==> src/rtl/dct_pkg.sv <==
// Shared constants and types for the capture table.
package dct_pkg;

   localparam int ENTRIES_DEFAULT     = 16;
   localparam int FRAME_BYTES_DEFAULT = 8;

   // Operation codes.
   localparam logic [1:0] OP_ADD   = 2'd0;
   localparam logic [1:0] OP_READ  = 2'd1;
   localparam logic [1:0] OP_CLEAR = 2'd2;

   localparam logic STATUS_OK  = 1'b0;
   localparam logic STATUS_BAD = 1'b1;

   // One stored table entry: key and statistics side by side.
   typedef struct packed {
      logic [31:0] freq;
      logic [31:0] rate;
      logic [31:0] deviation;
      logic [31:0] bandwidth;
      logic [31:0] sync;
      logic [7:0]  preamble;
      logic [3:0]  length;
      logic [63:0] bytes;
      logic [7:0]  level;
      logic [63:0] first;
      logic [63:0] latest;
      logic [31:0] hits;
   } entry_type;

   // Divider control handed from the sequencer.
   typedef struct packed {
      logic        start;
      logic [63:0] dividend;
      logic [63:0] divisor;
   } div_req_type;

endpackage

==> src/rtl/dct_div.sv <==
// Radix-2 restoring divider, one quotient bit per cycle.
module dct_div
   import dct_pkg::*;
(
   input  logic        clock,
   input  logic        reset,
   input  div_req_type div_req,
   output logic        div_done,
   output logic [63:0] quotient
);

   logic [63:0] rem_ff, rem_in;
   logic [63:0] quo_ff, quo_in;
   logic [63:0] den_ff, den_in;
   logic [6:0]  cnt_ff, cnt_in;
   logic        busy_ff, busy_in;
   logic        done_ff, done_in;
   logic [64:0] trial;

   // One shift and subtract step.
   always_comb begin
      rem_in  = rem_ff;
      quo_in  = quo_ff;
      den_in  = den_ff;
      cnt_in  = cnt_ff;
      busy_in = busy_ff;
      done_in = 1'b0;
      trial   = {rem_ff, quo_ff[63]} - {1'b0, den_ff};
      if (div_req.start) begin
         rem_in  = '0;
         quo_in  = div_req.dividend;
         den_in  = div_req.divisor;
         cnt_in  = 7'd64;
         busy_in = 1'b1;
      end else if (busy_ff) begin
         if (!trial[64]) begin
            rem_in = trial[63:0];
            quo_in = {quo_ff[62:0], 1'b1};
         end else begin
            rem_in = {rem_ff[62:0], quo_ff[63]};
            quo_in = {quo_ff[62:0], 1'b0};
         end
         cnt_in = cnt_ff - 7'd1;
         if (cnt_ff == 7'd1) begin
            busy_in = 1'b0;
            done_in = 1'b1;
         end
      end
   end

   always_ff @(posedge clock) begin
      rem_ff <= rem_in;
      quo_ff <= quo_in;
      den_ff <= den_in;
      if (reset) begin
         cnt_ff  <= '0;
         busy_ff <= 1'b0;
         done_ff <= 1'b0;
      end else begin
         cnt_ff  <= cnt_in;
         busy_ff <= busy_in;
         done_ff <= done_in;
      end
   end

   assign div_done = done_ff;
   assign quotient = quo_ff;

   // Done comes only out of a running division.
   assert property (@(posedge clock) disable iff (reset) div_done |-> $past(busy_ff))
      else $error("divider done without a division in flight");
   // A start never lands while a division runs.
   assert property (@(posedge clock) disable iff (reset) div_req.start |-> !busy_ff)
      else $error("divider restarted while busy");
   // Count is zero whenever idle.
   assert property (@(posedge clock) disable iff (reset) !busy_ff |-> cnt_ff == 7'd0)
      else $error("divider count left over");

endmodule

==> config.mk <==
export PLATFORM = sky130hd
export DESIGN_NAME = dct_div
export DESIGN_NICKNAME = d
export VERILOG_FILES = /design/src/rtl/dct_pkg.sv /design/src/rtl/dct_div.sv
export SDC_FILE = /design/constraint.sdc
export NUM_CORES = 1
export LEC_CHECK = 0
export BUFFER_PORTS_ARGS = -buffer_cell sky130_fd_sc_hd__buf_2
export CAP_MARGIN = 25
export CORE_MARGIN = 4
export CORE_UTILIZATION = 52
export CTS_CLUSTER_SIZE = 8
export DETAILED_ROUTE_END_ITERATION = 8
export GPL_TIMING_DRIVEN = 1
export PLACE_DENSITY = 0.77
export SLEW_MARGIN = 5
export SYNTH_ARGS = -nofsm -noshare
export SYNTH_HDL_FRONTEND = slang
export SYNTH_SLANG_ARGS = --single-unit
==> constraint.sdc <==
create_clock -name clock -period 2.9 [get_ports clock]
set_input_delay 0.58 -clock clock [delete_from_list [all_inputs] [get_ports clock]]
set_output_delay 0.58 -clock clock [all_outputs]
set_load 0.03 [all_outputs]
==> impl_metrics.tcl <==
set metrics [dict create \
    grt_usage_pct 23.9 \
    dr.pass1.iters 5 \
    critPathLaunchType "flip-flop" \
    fp.dieH_um 159 \
    dieArea_sq_um 25400 \
    synthFlopType "edfxtp_1" \
    place_ws_ps -338 \
    drive_gt1_share_pct 34.4 \
    antenna_left 0 \
    synthTopCellsByArea "edfxtp_1 (32%), dfxtp_1 (12%), ha_1 (6.9%)" \
    grt_first_pass_wirelength_um 50800 \
    die_w_um 159 \
    clock-sinks 201 \
    min_period_over_period_pct 107 \
    dp.cells 1757 \
    status "finished, violations left" \
    cts-buffers-inserted 29 \
    grt_max_degree 99 \
    synth-compound-area-share_pct 17.9 \
    regArea_sq_um 5310 \
    clkTransAtPathRegs_ps 60 \
    multiInputGateArea_sq_um 6280 \
    synthSimpleGateAreaFrac_pct 10.1 \
    synth_top_area_share_pct 32.3 \
    whs_ps 196 \
    ys_seq_elements 201 \
    crit_type "flip-flop to flip-flop" \
    synth_edf_count 128 \
    critPathCaptureType "flip-flop" \
    hp-class "input port to flip-flop" \
    slew_headroom_pct 46.2 \
    ir_worst_vdd_v 0.000490 \
    synth_area_per_cell_sq_um 10.0 \
    yosys.area_share.adder_pct 7.10 \
    synthXorXnorAreaFrac_pct 5.01 \
    num_vias 10300 \
    fin_setup_tns_ps -9160 \
    violations "negative setup slack" \
    initial_core_util_pct 52.7 \
    setup_ws_ps -215 \
    timing.fmax_ghz 0.321 \
    portBuffers 195 \
    synthCells 1187 \
    syn-num-nets 1385 \
    crit_arrival_ps 3520 \
    crit_required_ps 3300 \
    clkLatencyLatePin_ps 560 \
    leakagePower_nw 6.73 \
    rsz0062_at_grt "yes" \
    fill_cells 1716 \
    core_sq_um 22600 \
    worst_clock_skew_ps 15.3 \
    period_minus_slack_ps 3120 \
    antenna_found_initial 1 \
    hpwl_um 23200 \
    tightest_slew_ps 807 \
    hold_violations 0 \
    wl_per_cell_um 17.4 \
    drt_iter0_drc 783 \
    synth_top_cells_by_count "edfxtp_1 (128), nor2_1 (111), a21oi_1 (87)" \
    powerDensity_nw_per_um2 574 \
    yosysWarningCount 0 \
    syn_area_sq_um 11900 \
    muxShareOfSynthArea_pct 10.2 \
    gp_congestion 0.970 \
    drt-vias-per-instance 5.63 \
    fin_nets 1716 \
    finalNonFillerCells 1825 \
    netlist-cell-type-count 73 \
    seq_area_frac_synth_pct 44.6 \
    rows 55 \
    insertedDiodeCount 0 \
    synth_top_family_by_area "compound AO/OA/AOI/OAI gates" \
    finalPower_mw 8.95 \
    cts_buffer_depth 3 \
    routed_wl_um 31800 \
    htreeDepth 1 \
    pin_count 196 \
    syn2layout_area_growth_pct 30.8 \
    cts_root_buffer "clkbuf_16" \
    grt_pass1_vias 10100 \
    crit_fanout 17 \
    max_cap_viol_count 0 \
    synth_most_common_cell "edfxtp_1" \
    synth_area_leader_cell "edfxtp_1" \
    async_flop_share_pct 0 \
    finalSetupViolCount 64 \
    cts_tree "done" \
    grt_overflow 0 \
    slew_violations 0 \
    route.detailed.drc 0 \
]
==> registers in the layout (all words and copies together) (netlist names) <==
signal,cells
busy_ff,1
cnt_ff,7
den_ff,64
div_done,1
quotient,64
rem_ff,64
==> worst max-delay path, cell delays in order, from the launching register on <==
cell	delay [ps]
edfxtp_1	390
inv_1	70
ha_2	180
buf_6	90
fa_2	220
nor2b_4	60
o31ai_4	250
a31oi_4	150
o311ai_4	260
o211ai_1	140
a21o_2	250
xnor2_4	190
buf_12	180
buf_12	190
mux2i_1	230
a211oi_1	90
==> cell usage in the layout, fill, tap and decap left out, types with 7 or more instances in the layout <==
master and count:
nand2_1 70, xnor2_1 39, inv_1 85, dfxtp_1 72
buf_4 156, o21a_1 15, a21oi_2 8, mux2i_1 42
buf_6 7, o21bai_1 14, o21ai_1 16, a21oi_1 78
nor3_1 10, edfxtp_1 128, o21ai_0 37, a22oi_2 8
a211oi_1 50, buf_2 194, clkbuf_16 32, nand3_1 13
a21o_1 23, clkbuf_1 22, nor2_1 111, nand4_1 25
and3_1 8, ha_1 64, mux2_2 64, xor2_1 26
==> where the power goes <==
group	internal, mW	switching [mW]
clock network	1.87	1.24
logic	1.05	1.31
registers	3.33	0.146
total	6.25	2.70
==> layout make-up <==
type,count,share of cell area (%)
clock buffers,51,5.19
clock inverters,2,0.169
inverters,86,2.07
multi-input cells,832,40.3
flip-flops and latches,201,34.1
well taps,285,2.29
repair buffers,368,15.9
==> timing repair <==
action | 4_1_cts | 5_1_grt
resized for setup | 53 | 25
gates cloned | 1 | 2
setup endpoints to repair | 65 | 65
hold buffers | 0 | 0
pin swaps | 10 | 7
buffers inserted | 10 | 2
==> logic make-up (layout without fill, tap and decap cells) <==
family          Yosys count  in the layout
mux                     113            113
compound gates          318            318
fa+ha+maj                67             67
xor+xnor                 66             66
flops                   201            201
buf+inv                 154            507
simple gates            268            268
==> worst paths after layout <==
path           endpoint  slack [ps]          from  depth (start not counted)
min reg2reg  rem_ff[28]         480    rem_ff[28]                          2
min          den_ff[48]         200   div_req[48]                          1
max reg2reg  rem_ff[51]        -220  quotient[63]                         15
max          rem_ff[51]        -220  quotient[63]                         15
==> through the flow <==
stage	instance area, sq um	util (%)
detailed placement	14300	63.2
CTS	15400	68.4
finish	15600	69.0
floorplan	11900	-
global route	15600	69.0
global placement	14300	63.1
==> per-layer routing <==
metal  global-route usage, %  routed length, um  up-vias
met4                    6.55                882        2
met3                    6.08               2620       63
met5                       0                 12        -
met1                    31.7              13400     4818
li1                        -                  -     5009
met2                    39.1              14900      381
No activity file was read; power rests on OpenSTA's default activity.
